## config.mk

```make
export PLATFORM = sky130hd
export DESIGN_NAME = button_click_hold_detector
export DESIGN_NICKNAME = d
export VERILOG_FILES = /design/src/bchd_pkg.sv /design/src/button_click_hold_detector.sv
export SDC_FILE = /design/constraint.sdc
export NUM_CORES = 2
export LEC_CHECK = 0
export ABC_CLOCK_PERIOD_IN_PS = 7580
export BUFFER_PORTS_ARGS = -buffer_cell sky130_fd_sc_hd__buf_2
export CORE_MARGIN = 2
export CORE_UTILIZATION = 50
export DETAILED_ROUTE_END_ITERATION = 16
export PLACE_DENSITY_LB_ADDON = 0.1
export SLEW_MARGIN = 10
export SYNTH_ARGS = -nofsm -noshare
export SYNTH_HDL_FRONTEND = slang
export SYNTH_SLANG_ARGS = --single-unit
```

## constraint.sdc

```tcl
create_clock -name clock -period 7.58 [get_ports clock]
set_input_delay 2.274 -clock clock [delete_from_list [all_inputs] [get_ports clock]]
set_output_delay 2.274 -clock clock [all_outputs]
set_load 0.005 [all_outputs]
```

## src/bchd_pkg.sv

```systemverilog
// Package: types and constants shared by the button click/hold detector.
`timescale 1ns / 1ps
`default_nettype none
package bchd_pkg;

   localparam int NUM_CHANNELS_DEF = 16;
   localparam int RSP_DEPTH        = 4;
   localparam int RSP_PTR_W        = $clog2(RSP_DEPTH);
   localparam int RSP_CNT_W        = $clog2(RSP_DEPTH + 1);
   localparam int CLICK_MAX        = 15;

   localparam logic [3:0]  CLICK_LIMIT_RST    = 4'd5;
   localparam logic [15:0] DEBOUNCE_MS_RST    = 16'd50;
   localparam logic [15:0] MULTI_CLICK_MS_RST = 16'd300;
   localparam logic [15:0] HOLD_MS_RST        = 16'd1000;

   typedef enum logic [1:0] {
      CSR_CLICK_LIMIT    = 2'd0,
      CSR_DEBOUNCE_MS    = 2'd1,
      CSR_MULTI_CLICK_MS = 2'd2,
      CSR_HOLD_MS        = 2'd3
   } csr_idx_type;

   typedef enum logic [2:0] {
      PH_IDLE     = 3'd0,
      PH_DEBOUNCE = 3'd1,
      PH_PRESSED  = 3'd2,
      PH_WAIT     = 3'd3,
      PH_HOLD     = 3'd4
   } phase_type;

   typedef enum logic [1:0] {
      KIND_NONE    = 2'd0,
      KIND_CLICK   = 2'd1,
      KIND_HOLD    = 2'd2,
      KIND_RELEASE = 2'd3
   } kind_type;

   typedef struct packed {
      logic [3:0]  channel;
      logic        pressed;
      logic [31:0] now_ms;
   } req_type;

   typedef struct packed {
      logic        event_valid;
      logic [3:0]  event_channel;
      kind_type    event_kind;
      logic [3:0]  click_count;
      logic [31:0] hold_duration_ms;
      logic        last;
   } rsp_type;

   typedef struct packed {
      phase_type   phase;
      logic [31:0] deadline;
      logic [3:0]  clicks;
      logic [31:0] hold_mark;
   } chan_state_type;

endpackage
`default_nettype wire

```

## src/button_click_hold_detector.sv

```systemverilog
// Top level: per-channel multi-click and hold gesture detector.
//
// Usage: each req_ item is one poll sample (channel, pressed level, ms time).
// Each item yields one or two rsp_ items; the last one of an item has last=1.
// Samples for a channel at or beyond NUM_CHANNELS answer with "no event".
// The csr_ port writes click_limit, debounce_ms, multi_click_ms and hold_ms
// with one write per cycle; write only while no item is in flight.
//
// An accepted item is held and evaluated in the input stage; its results
// go into the result queue as it leaves that stage and are offered on rsp_.
// Throughput: one item per cycle while each item makes one result and rsp_
// is not stalled; an item with two results (hold start with click) queues both.
// The per-channel state memory is read on accept and written back when the
// item leaves the input stage; a sample to the same channel accepted at that
// edge is forwarded.
// A four-entry result queue sits before rsp_; the input stage advances only
// when two entries are free, so a stalled receiver backs up into req_ready.
// Reset: all channels idle (valid bits cleared, no clearing pass), registers
// return to 5, 50, 300 and 1000, the queue is emptied.
`timescale 1ns / 1ps
`default_nettype none
module button_click_hold_detector #(
   parameter int NUM_CHANNELS = bchd_pkg::NUM_CHANNELS_DEF
) (
   input  wire logic                  clock,
   input  wire logic                  reset,
   input  wire logic                  req_valid,
   output logic                       req_ready,
   input  wire bchd_pkg::req_type     req_data,
   output logic                       rsp_valid,
   input  wire logic                  rsp_ready,
   output bchd_pkg::rsp_type          rsp_data,
   input  wire logic                  csr_we,
   input  wire bchd_pkg::csr_idx_type csr_index,
   input  wire logic [15:0]           csr_wdata
);

   localparam int IDX_W = (NUM_CHANNELS > 1) ? $clog2(NUM_CHANNELS) : 1;

   // configuration
   logic [3:0]  click_limit_ff;
   logic [15:0] debounce_ms_ff;
   logic [15:0] multi_click_ms_ff;
   logic [15:0] hold_ms_ff;

   always_ff @(posedge clock) begin
      if (reset) begin
         click_limit_ff    <= bchd_pkg::CLICK_LIMIT_RST;
         debounce_ms_ff    <= bchd_pkg::DEBOUNCE_MS_RST;
         multi_click_ms_ff <= bchd_pkg::MULTI_CLICK_MS_RST;
         hold_ms_ff        <= bchd_pkg::HOLD_MS_RST;
      end else if (csr_we) begin
         case (csr_index)
            bchd_pkg::CSR_CLICK_LIMIT:    click_limit_ff    <= csr_wdata[3:0];
            bchd_pkg::CSR_DEBOUNCE_MS:    debounce_ms_ff    <= csr_wdata;
            bchd_pkg::CSR_MULTI_CLICK_MS: multi_click_ms_ff <= csr_wdata;
            bchd_pkg::CSR_HOLD_MS:        hold_ms_ff        <= csr_wdata;
            default: ;
         endcase
      end
   end

   // input stage
   logic                         s1_valid_ff;
   bchd_pkg::req_type            s1_req_ff;
   logic                         s1_inr_ff;
   logic                         req_accept;
   logic                         fire;
   logic                         req_inr;
   logic [IDX_W-1:0]             req_idx;
   logic [IDX_W-1:0]             s1_idx;
   logic [bchd_pkg::RSP_CNT_W-1:0] cnt_ff;

   assign req_inr    = (32'(req_data.channel) < NUM_CHANNELS);
   assign req_idx    = IDX_W'(req_data.channel);
   assign s1_idx     = IDX_W'(s1_req_ff.channel);
   // advance only with room for two results
   assign fire       = s1_valid_ff && (cnt_ff <= bchd_pkg::RSP_CNT_W'(bchd_pkg::RSP_DEPTH - 2));
   assign req_ready  = !s1_valid_ff || fire;
   assign req_accept = req_valid && req_ready;

   always_ff @(posedge clock) begin
      if (reset) begin
         s1_valid_ff <= 1'b0;
      end else if (req_accept) begin
         s1_valid_ff <= 1'b1;
      end else if (fire) begin
         s1_valid_ff <= 1'b0;
      end
   end

   always_ff @(posedge clock) begin
      if (req_accept) begin
         s1_req_ff <= req_data;
         s1_inr_ff <= req_inr;
      end
   end

   // channel state memory with valid bits and write-back forwarding
   bchd_pkg::chan_state_type mem [NUM_CHANNELS];
   bchd_pkg::chan_state_type rd_ff;
   bchd_pkg::chan_state_type byp_st_ff;
   bchd_pkg::chan_state_type cur;
   bchd_pkg::chan_state_type st_in;
   logic [NUM_CHANNELS-1:0]  vld_ff;
   logic                     vld_rd_ff;
   logic                     byp_ff;
   logic                     st_we;

   assign st_we = fire && s1_inr_ff;

   always_ff @(posedge clock) begin
      if (st_we) begin
         mem[s1_idx] <= st_in;
      end
      if (req_accept && req_inr) begin
         rd_ff <= mem[req_idx];
      end
   end

   always_ff @(posedge clock) begin
      if (reset) begin
         vld_ff <= '0;
      end else if (st_we) begin
         vld_ff[s1_idx] <= 1'b1;
      end
   end

   always_ff @(posedge clock) begin
      if (req_accept) begin
         vld_rd_ff <= req_inr && vld_ff[req_idx];
         byp_ff    <= st_we && req_inr && (s1_idx == req_idx);
         byp_st_ff <= st_in;
      end
   end

   assign cur = byp_ff ? byp_st_ff : (vld_rd_ff ? rd_ff : '0);

   // gesture evaluation
   logic        dl_passed;
   logic [31:0] dl_diff;
   logic        e_hold;
   logic        e_click;
   logic        e_rel;
   logic [3:0]  e_clicks;
   logic [31:0] e_dur;
   logic [1:0]  push_n;
   bchd_pkg::rsp_type res0;
   bchd_pkg::rsp_type res1;
   bchd_pkg::rsp_type ev_click;
   bchd_pkg::rsp_type ev_other;

   assign dl_diff   = s1_req_ff.now_ms - cur.deadline;
   assign dl_passed = (dl_diff != 32'd0) && !dl_diff[31];

   always_comb begin
      st_in    = cur;
      e_hold   = 1'b0;
      e_click  = 1'b0;
      e_rel    = 1'b0;
      e_clicks = cur.clicks;
      e_dur    = 32'd0;
      if (s1_inr_ff) begin
         case (cur.phase)
            bchd_pkg::PH_IDLE: begin
               if (s1_req_ff.pressed) begin
                  st_in.phase    = bchd_pkg::PH_DEBOUNCE;
                  st_in.deadline = s1_req_ff.now_ms + 32'(debounce_ms_ff);
                  st_in.clicks   = 4'd0;
               end
            end
            bchd_pkg::PH_DEBOUNCE: begin
               if (dl_passed) begin
                  if (cur.clicks != 4'(bchd_pkg::CLICK_MAX)) begin
                     st_in.clicks = cur.clicks + 4'd1;
                  end
                  st_in.phase    = bchd_pkg::PH_PRESSED;
                  st_in.deadline = s1_req_ff.now_ms + 32'(hold_ms_ff);
               end
               if (!s1_req_ff.pressed) begin
                  e_click     = (st_in.clicks != 4'd0);
                  e_clicks    = st_in.clicks;
                  st_in.phase = bchd_pkg::PH_IDLE;
               end
            end
            bchd_pkg::PH_PRESSED: begin
               if (dl_passed) begin
                  e_hold          = 1'b1;
                  st_in.phase     = bchd_pkg::PH_HOLD;
                  st_in.hold_mark = s1_req_ff.now_ms;
               end
               if (!s1_req_ff.pressed) begin
                  if (cur.clicks >= click_limit_ff) begin
                     st_in.phase = bchd_pkg::PH_IDLE;
                     e_click     = 1'b1;
                  end else begin
                     st_in.phase    = bchd_pkg::PH_WAIT;
                     st_in.deadline = s1_req_ff.now_ms + 32'(multi_click_ms_ff);
                  end
               end
            end
            bchd_pkg::PH_WAIT: begin
               if (dl_passed) begin
                  st_in.phase  = bchd_pkg::PH_IDLE;
                  e_click      = 1'b1;
                  st_in.clicks = 4'd0;
               end
               if (s1_req_ff.pressed) begin
                  st_in.phase    = bchd_pkg::PH_DEBOUNCE;
                  st_in.deadline = s1_req_ff.now_ms + 32'(debounce_ms_ff);
               end
            end
            bchd_pkg::PH_HOLD: begin
               if (!s1_req_ff.pressed) begin
                  e_rel       = 1'b1;
                  e_dur       = s1_req_ff.now_ms - cur.hold_mark + 32'(hold_ms_ff);
                  st_in.phase = bchd_pkg::PH_IDLE;
               end
            end
            default: begin
               st_in.phase = bchd_pkg::PH_IDLE;
            end
         endcase
      end
   end

   // assemble results: hold start always comes before a click
   always_comb begin
      ev_click                  = '0;
      ev_click.event_valid      = 1'b1;
      ev_click.event_channel    = s1_req_ff.channel;
      ev_click.event_kind       = bchd_pkg::KIND_CLICK;
      ev_click.click_count      = e_clicks;

      ev_other                  = '0;
      ev_other.event_channel    = s1_req_ff.channel;
      ev_other.event_kind       = bchd_pkg::KIND_NONE;
      if (e_hold) begin
         ev_other.event_valid   = 1'b1;
         ev_other.event_kind    = bchd_pkg::KIND_HOLD;
      end else if (e_rel) begin
         ev_other.event_valid   = 1'b1;
         ev_other.event_kind    = bchd_pkg::KIND_RELEASE;
         ev_other.hold_duration_ms = e_dur;
      end

      res1 = ev_click;
      if (e_hold && e_click) begin
         res0   = ev_other;
         push_n = 2'd2;
      end else if (e_click) begin
         res0   = ev_click;
         push_n = 2'd1;
      end else begin
         res0   = ev_other;
         push_n = 2'd1;
      end
      res0.last = (push_n == 2'd1);
      res1.last = 1'b1;
   end

   // result queue
   bchd_pkg::rsp_type               rsp_q [bchd_pkg::RSP_DEPTH];
   logic [bchd_pkg::RSP_PTR_W-1:0]  wr_ptr_ff;
   logic [bchd_pkg::RSP_PTR_W-1:0]  wr_ptr_nx1;
   logic [bchd_pkg::RSP_PTR_W-1:0]  rd_ptr_ff;
   logic [bchd_pkg::RSP_CNT_W-1:0]  cnt_in;
   logic [bchd_pkg::RSP_CNT_W-1:0]  push_cnt;
   logic                            pop;

   assign wr_ptr_nx1 = wr_ptr_ff + bchd_pkg::RSP_PTR_W'(1);
   assign rsp_valid  = (cnt_ff != '0);
   assign rsp_data   = rsp_q[rd_ptr_ff];
   assign pop        = rsp_valid && rsp_ready;
   assign push_cnt   = fire ? bchd_pkg::RSP_CNT_W'(push_n) : '0;
   assign cnt_in     = cnt_ff + push_cnt - bchd_pkg::RSP_CNT_W'(pop);

   always_ff @(posedge clock) begin
      if (fire) begin
         rsp_q[wr_ptr_ff] <= res0;
         if (push_n == 2'd2) begin
            rsp_q[wr_ptr_nx1] <= res1;
         end
      end
   end

   always_ff @(posedge clock) begin
      if (reset) begin
         wr_ptr_ff <= '0;
         rd_ptr_ff <= '0;
         cnt_ff    <= '0;
      end else begin
         cnt_ff <= cnt_in;
         if (fire) begin
            wr_ptr_ff <= wr_ptr_ff + bchd_pkg::RSP_PTR_W'(push_n);
         end
         if (pop) begin
            rd_ptr_ff <= rd_ptr_ff + bchd_pkg::RSP_PTR_W'(1);
         end
      end
   end

   // checks
   a_cnt_bound: assert property (@(posedge clock) disable iff (reset)
      cnt_ff <= bchd_pkg::RSP_CNT_W'(bchd_pkg::RSP_DEPTH))
      else $error("result queue overflow");

   a_two_starts_hold: assert property (@(posedge clock) disable iff (reset)
      (fire && push_n == 2'd2) |-> (res0.event_kind == bchd_pkg::KIND_HOLD && !res0.last))
      else $error("two results without hold start first");

   a_accept_loads: assert property (@(posedge clock) disable iff (reset)
      req_accept |=> (s1_valid_ff && cnt_ff <= bchd_pkg::RSP_CNT_W'(bchd_pkg::RSP_DEPTH)))
      else $error("accepted item not held in input stage");

   a_fire_pushes: assert property (@(posedge clock) disable iff (reset)
      fire |=> (cnt_ff != '0))
      else $error("evaluated item left no result");

endmodule
`default_nettype wire
```

# Word-level counts from Yosys, hierarchy flattened
# Memories as Yosys holds them, arrays and structs flattened. A register that Yosys moved wholly into a read port is not among the register bits.
# Cells that the tools add are included.
# Widths: inputs -> output; s select.
[totals]
mem_bits_rw = 1312
in_bits = 60
elab_cells = 124
n_memories = 2
out_inout_bits = 46
regBits = 186
[memory_table]
columns = ["memory", "words", "word_bits", "read_ports", "rd_ports_with_merged_regs", "wr", "line", "rtl"]
rows = [
  ["mem", 16, 71, 1, 1, 1, "button_click_hold_detector.sv:100", "bchd_pkg::chan_state_type mem [NUM_CHANNELS];"],
  ["rsp_q", 4, 44, 1, 1, 2, "button_click_hold_detector.sv:263", "bchd_pkg::rsp_type rsp_q [bchd_pkg::RSP_DEPTH];"],
]
[op_classes]
n_mux = 55
n_bitwise = 1
reduce_logical = 20
order_cmp = 5
n_eq_ne = 11
addsub = 12
[ops]
columns = ["operator", "n"]
rows = [
  ["$mux 32", 7],
  ["$mux 71", 2],
  ["$add 32x16->32", 4],
  ["$pmux 32 s4", 1],
  ["$mux 39", 3],
  ["$mux 44", 2],
  ["$mux 35", 2],
  ["$sub 32x32->32", 2],
  ["$reduce_bool 32->1", 1],
  ["$mux 1", 18],
  ["$mux 4", 4],
  ["$or 16x16->16", 1],
  ["$pmux 3 s5", 1],
  ["$mux 2", 7],
  ["$mux 3", 4],
  ["$pmux 4 s3", 1],
  ["$lt 4x5->1 const B", 2],
  ["$reduce_and 2->1", 4],
  ["$logic_and 1x1->1", 7],
  ["$eq 2x2->1 const B", 3],
  ["$eq 3x2->1 const B", 2],
  ["$add 2x1->2 const B", 2],
  ["$add 4x1->4 const B", 1],
  ["$bmux 1 s4", 1],
  ["20 further kinds", 22],
]

# Depth between registers and ports, before layout
[logic_depth]
depth_word = 16
mapped_depth = 33
depth_no_buf = 26

# Worst setup path after synthesis
# OpenSTA, ideal clock, no wires.
[synth_timing]
path_kind = "input-to-reg"
startpoint = "input port req_valid"
endpoint = "register byp_ff, enable pin"
setup_ns = 0.564
required_time_ns = 7.016
path_slack_ns = 0.628
cell_stages = 1
t_arrival_ns = 6.388
cell_sequence = "and2_1"
[synth_between]
elab_chain_cells = 1
[synth_rtl]
columns = ["element", "line", "rtl"]
rows = [
  ["start: declaration", "button_click_hold_detector.sv:27", "input wire logic req_valid,"],
  ["$logic_and 1x1->1", "button_click_hold_detector.sv:80", "assign req_accept = req_valid && req_ready;"],
  ["end signal: assignment", "button_click_hold_detector.sv:132", "byp_ff <= st_we && req_inr && (s1_idx == req_idx);"],
  ["end: declaration", "button_click_hold_detector.sv:107", "logic byp_ff;"],
]
# Every way passes these cells.
# A chain may end at the register's enable or synchronous reset.

==> reports/results.ini <==
[final_layout]
utilization=0.562
area_growth_pct=11.8
n_antenna_cell=0
fin_cells=6334
fillers=10700
layout-drive-gt1-share=0.216
nets=4604

[setup_path]
path_class=register to register
required_ps=8020
worst-r2r-cell-count=18
r2r_slack_ps=720
arrival_ps=7310
cp-start-kind=register
critPathMaxFanout=45
timing.rr.end=mem[6][20]$_DFFE_PP_
cp-end-kind=register
rr_startpoint=byp_ff$_DFFE_PP_

[synthesis]
ys_ff_latch=1571
synth-edff-count=1349
yosysUniqueCellTypes=108
synth_cells=4226
ys.warnings.count=0
synth.avg_cell_area_um2=16.3
async_flop_share=0
synth-main-ff-cell=edfxtp_1
synthesis.area_mm2=0.0689
syn-num-nets=4422
yosysSeqAreaShare=0.652

[sta]
worstMarginPinSlew_ps=1270
hold_slack_ps=458
setup_viol=0
slew_headroom=0.147
slew_violations=0
period_needed_ps=6860
skew_ps=41.3
hold_violations=0
fin_tns_setup_ps=0
fmax_ghz=0.146
rsz0062_at_grt=no
post-route-period-util=0.905

[placement]
io_buffers=105
place.gp.congestion=0.939
placed_cells=6036
dp_hpwl_um=115000

[global_route]
grt_max_degree=102
first_global_vias=39800
grt_antenna_before_repair=4
globalRouteTotalUtil=0.270
grt_pass1_wl_um=277000
overflow=0

[clock_tree]
cts.sinks=1571
insertion_delay_ps=810
cts_buffer_depth=3
cts_tree=yes
cts-root-buf=clkbuf_16
clk_pin_slew_ps=60
post_cts_buffers=0
cts_hold_buffers=0
cts_buffers=164
cts_max_level=4
cts_resized=0

[drt]
drt_iter0_drc=4152
routed_wirelength_um=189000
drtPass1Iterations=6
drc_errors=0
wire_per_inst_um=29.9
ant_nets=0
post_drt_via_cell_ratio=6.33
dr_total_vias=40100

[job]
max-cap-violations=0

[worst_hold_path]
min_path_cells=1
hold_path_class=register to register
hp-start=rsp_q[2][10]$_SDFFE_PP0P_
hold_end=rsp_q[2][10]$_SDFFE_PP0P_

[floorplan]
chipWidth_um=375
dieHeight_um=375
initial_core_util=0.502
die_area_mm2=0.141
core-area_mm2=0.137
row_count=136
ios=106

[status]
status=completed

[power]
p_total_mw=22.4
pwr_density_cell_mw_per_mm2=291
cellLeakagePower_nw=25.9
ir_worst_vdd_mv=0.217

==> synthesized netlist by cell type (22+ instances only) <==
master	instances	area (um^2)
a22o_1	83	727
inv_1	108	405
xor2_1	37	324
dfxtp_1	222	4440
nand2_1	251	942
mux4_2	404	9100
and2_1	38	238
nand3_1	46	230
nor2_1	225	845
a211oi_1	27	203
nor3_1	47	235
o21ai_0	99	495
o2bb2ai_1	73	639
ha_1	116	1450
mux2_2	22	248
xnor2_1	98	858
and3b_1	22	193
a22oi_1	37	278
a21o_1	38	285
nand3b_1	29	218
buf_1	35	131
buf_6	23	259
clkbuf_1	144	541
a21oi_1	181	906
nand2b_1	24	150
edfxtp_1	1349	40500
==> sequential cells by signal, indices dropped and copies added, names as in the netlist, named ones only <==
name	count
byp_st_ff	71
rsp_q	176
vld_rd_ff	1
hold_ms_ff	16
byp_ff	1
rd_ptr_ff	2
cnt_ff	3
vld_ff	16
debounce_ms_ff	16
s1_valid_ff	1
multi_click_ms_ff	16
s1_req_ff	33
click_limit_ff	4
s1_idx	4
rd_ff	71
wr_ptr_ff	2
mem	1136
==> final cells by class <==
type | instances | area [um^2] | area share
Sequential cell | 1571 | 45000 | 0.583
Multi-Input combinational cell | 2311 | 22600 | 0.293
Clock buffer | 214 | 4370 | 0.0567
Tap cell | 1794 | 2240 | 0.0291
Timing Repair Buffer | 248 | 1750 | 0.0227
Clock inverter | 84 | 734 | 0.00953
Inverter | 112 | 420 | 0.00546
==> worst max path at each step <==
| stage | startpoint | endpoint | cells past startpoint |
|---|---|---|---|
| finish | byp_ff$_DFFE_PP_ | mem[6][20]$_DFFE_PP_ | 18 |
| global route | byp_ff$_DFFE_PP_ | mem[14][30]$_DFFE_PP_ | 18 |
| CTS | byp_ff$_DFFE_PP_ | mem[15][28]$_DFFE_PP_ | 18 |
| detailed placement | byp_ff$_DFFE_PP_ | mem[15][28]$_DFFE_PP_ | 18 |
| global placement | byp_ff$_DFFE_PP_ | mem[10][28]$_DFFE_PP_ | 18 |
| floorplan | req_valid | byp_ff$_DFFE_PP_ | 1 |
==> stage by stage <==
step,area (um^2),setup WS (ps)
detailed placement,71900,701
global route,77100,281
finish,77100,717
global placement,71900,914
CTS,77000,719
floorplan,68900,628
==> placed cells by master, fill, tap and decap left out, types with 16 or more instances in the layout <==
cell       instances
a21o_1            38
a211oi_1          27
and3b_1           22
nor2b_1           20
buf_4            134
buf_2            101
clkinv_2          24
o22ai_1           16
nand2_1          251
a22o_1            83
a22oi_1           36
nand3b_1          29
mux4_2           404
nor3_1            42
xor2_1            37
or3_1             19
o21ai_0           97
clkbuf_16        165
and3_1            17
edfxtp_1        1349
and2_1            37
mux2_2            22
fa_1              20
clkinv_1          36
xnor2_1           98
nand2b_1          24
ha_1             116
a211o_1           17
o21a_1            20
a21oi_1          178
a31oi_1           20
o2bb2ai_1         72
clkbuf_1          43
nand3_1           46
inv_1            108
dfxtp_1          220
nor2_1           211
==> critical path, cell delays in order, from the launching register on <==
cell	delay (ps)
edfxtp_1	580
nor2b_4	540
a22o_1	260
inv_1	50
ha_1	400
a41o_1	290
a41o_1	280
a222oi_1	320
nand4_1	140
or4_1	410
nor4_1	260
nand4_1	150
and4bb_1	310
nand4_2	160
or2_1	410
nand3_4	310
buf_4	600
nor2_1	90
a21oi_1	900
==> cell families (layout without fill, tap and decap cells) <==
logic type / Yosys count / count (layout) / synth area share
AO/OA/AOI/OAI: 792 / 792 / 0.0852
XOR/XNOR: 136 / 136 / 0.0176
adder cells (fa/ha/maj): 149 / 149 / 0.0288
buffers and inverters: 344 / 658 / 0.0224
flip-flops: 1571 / 1571 / 0.652
multiplexers: 437 / 437 / 0.137
AND/OR/NAND/NOR: 797 / 797 / 0.0565
==> power by group <==
group,leakage [nW],internal [mW],total (mW),switching [mW]
clock network,2.48,4.33,7.68,3.35
logic,9.20,1.42,4.16,2.74
registers,14.2,10.4,10.6,0.238
total,25.9,16.1,22.4,6.33
==> metal layers <==
metal	part of all wire	GRT usage	up-vias
met5	0.00014	0	-
met4	0.025	0.0733	4
met3	0.070	0.0468	293
met2	0.47	0.431	1526
met1	0.43	0.388	21000
li1	-	-	17300
Power figures use the tool's default switching activity.
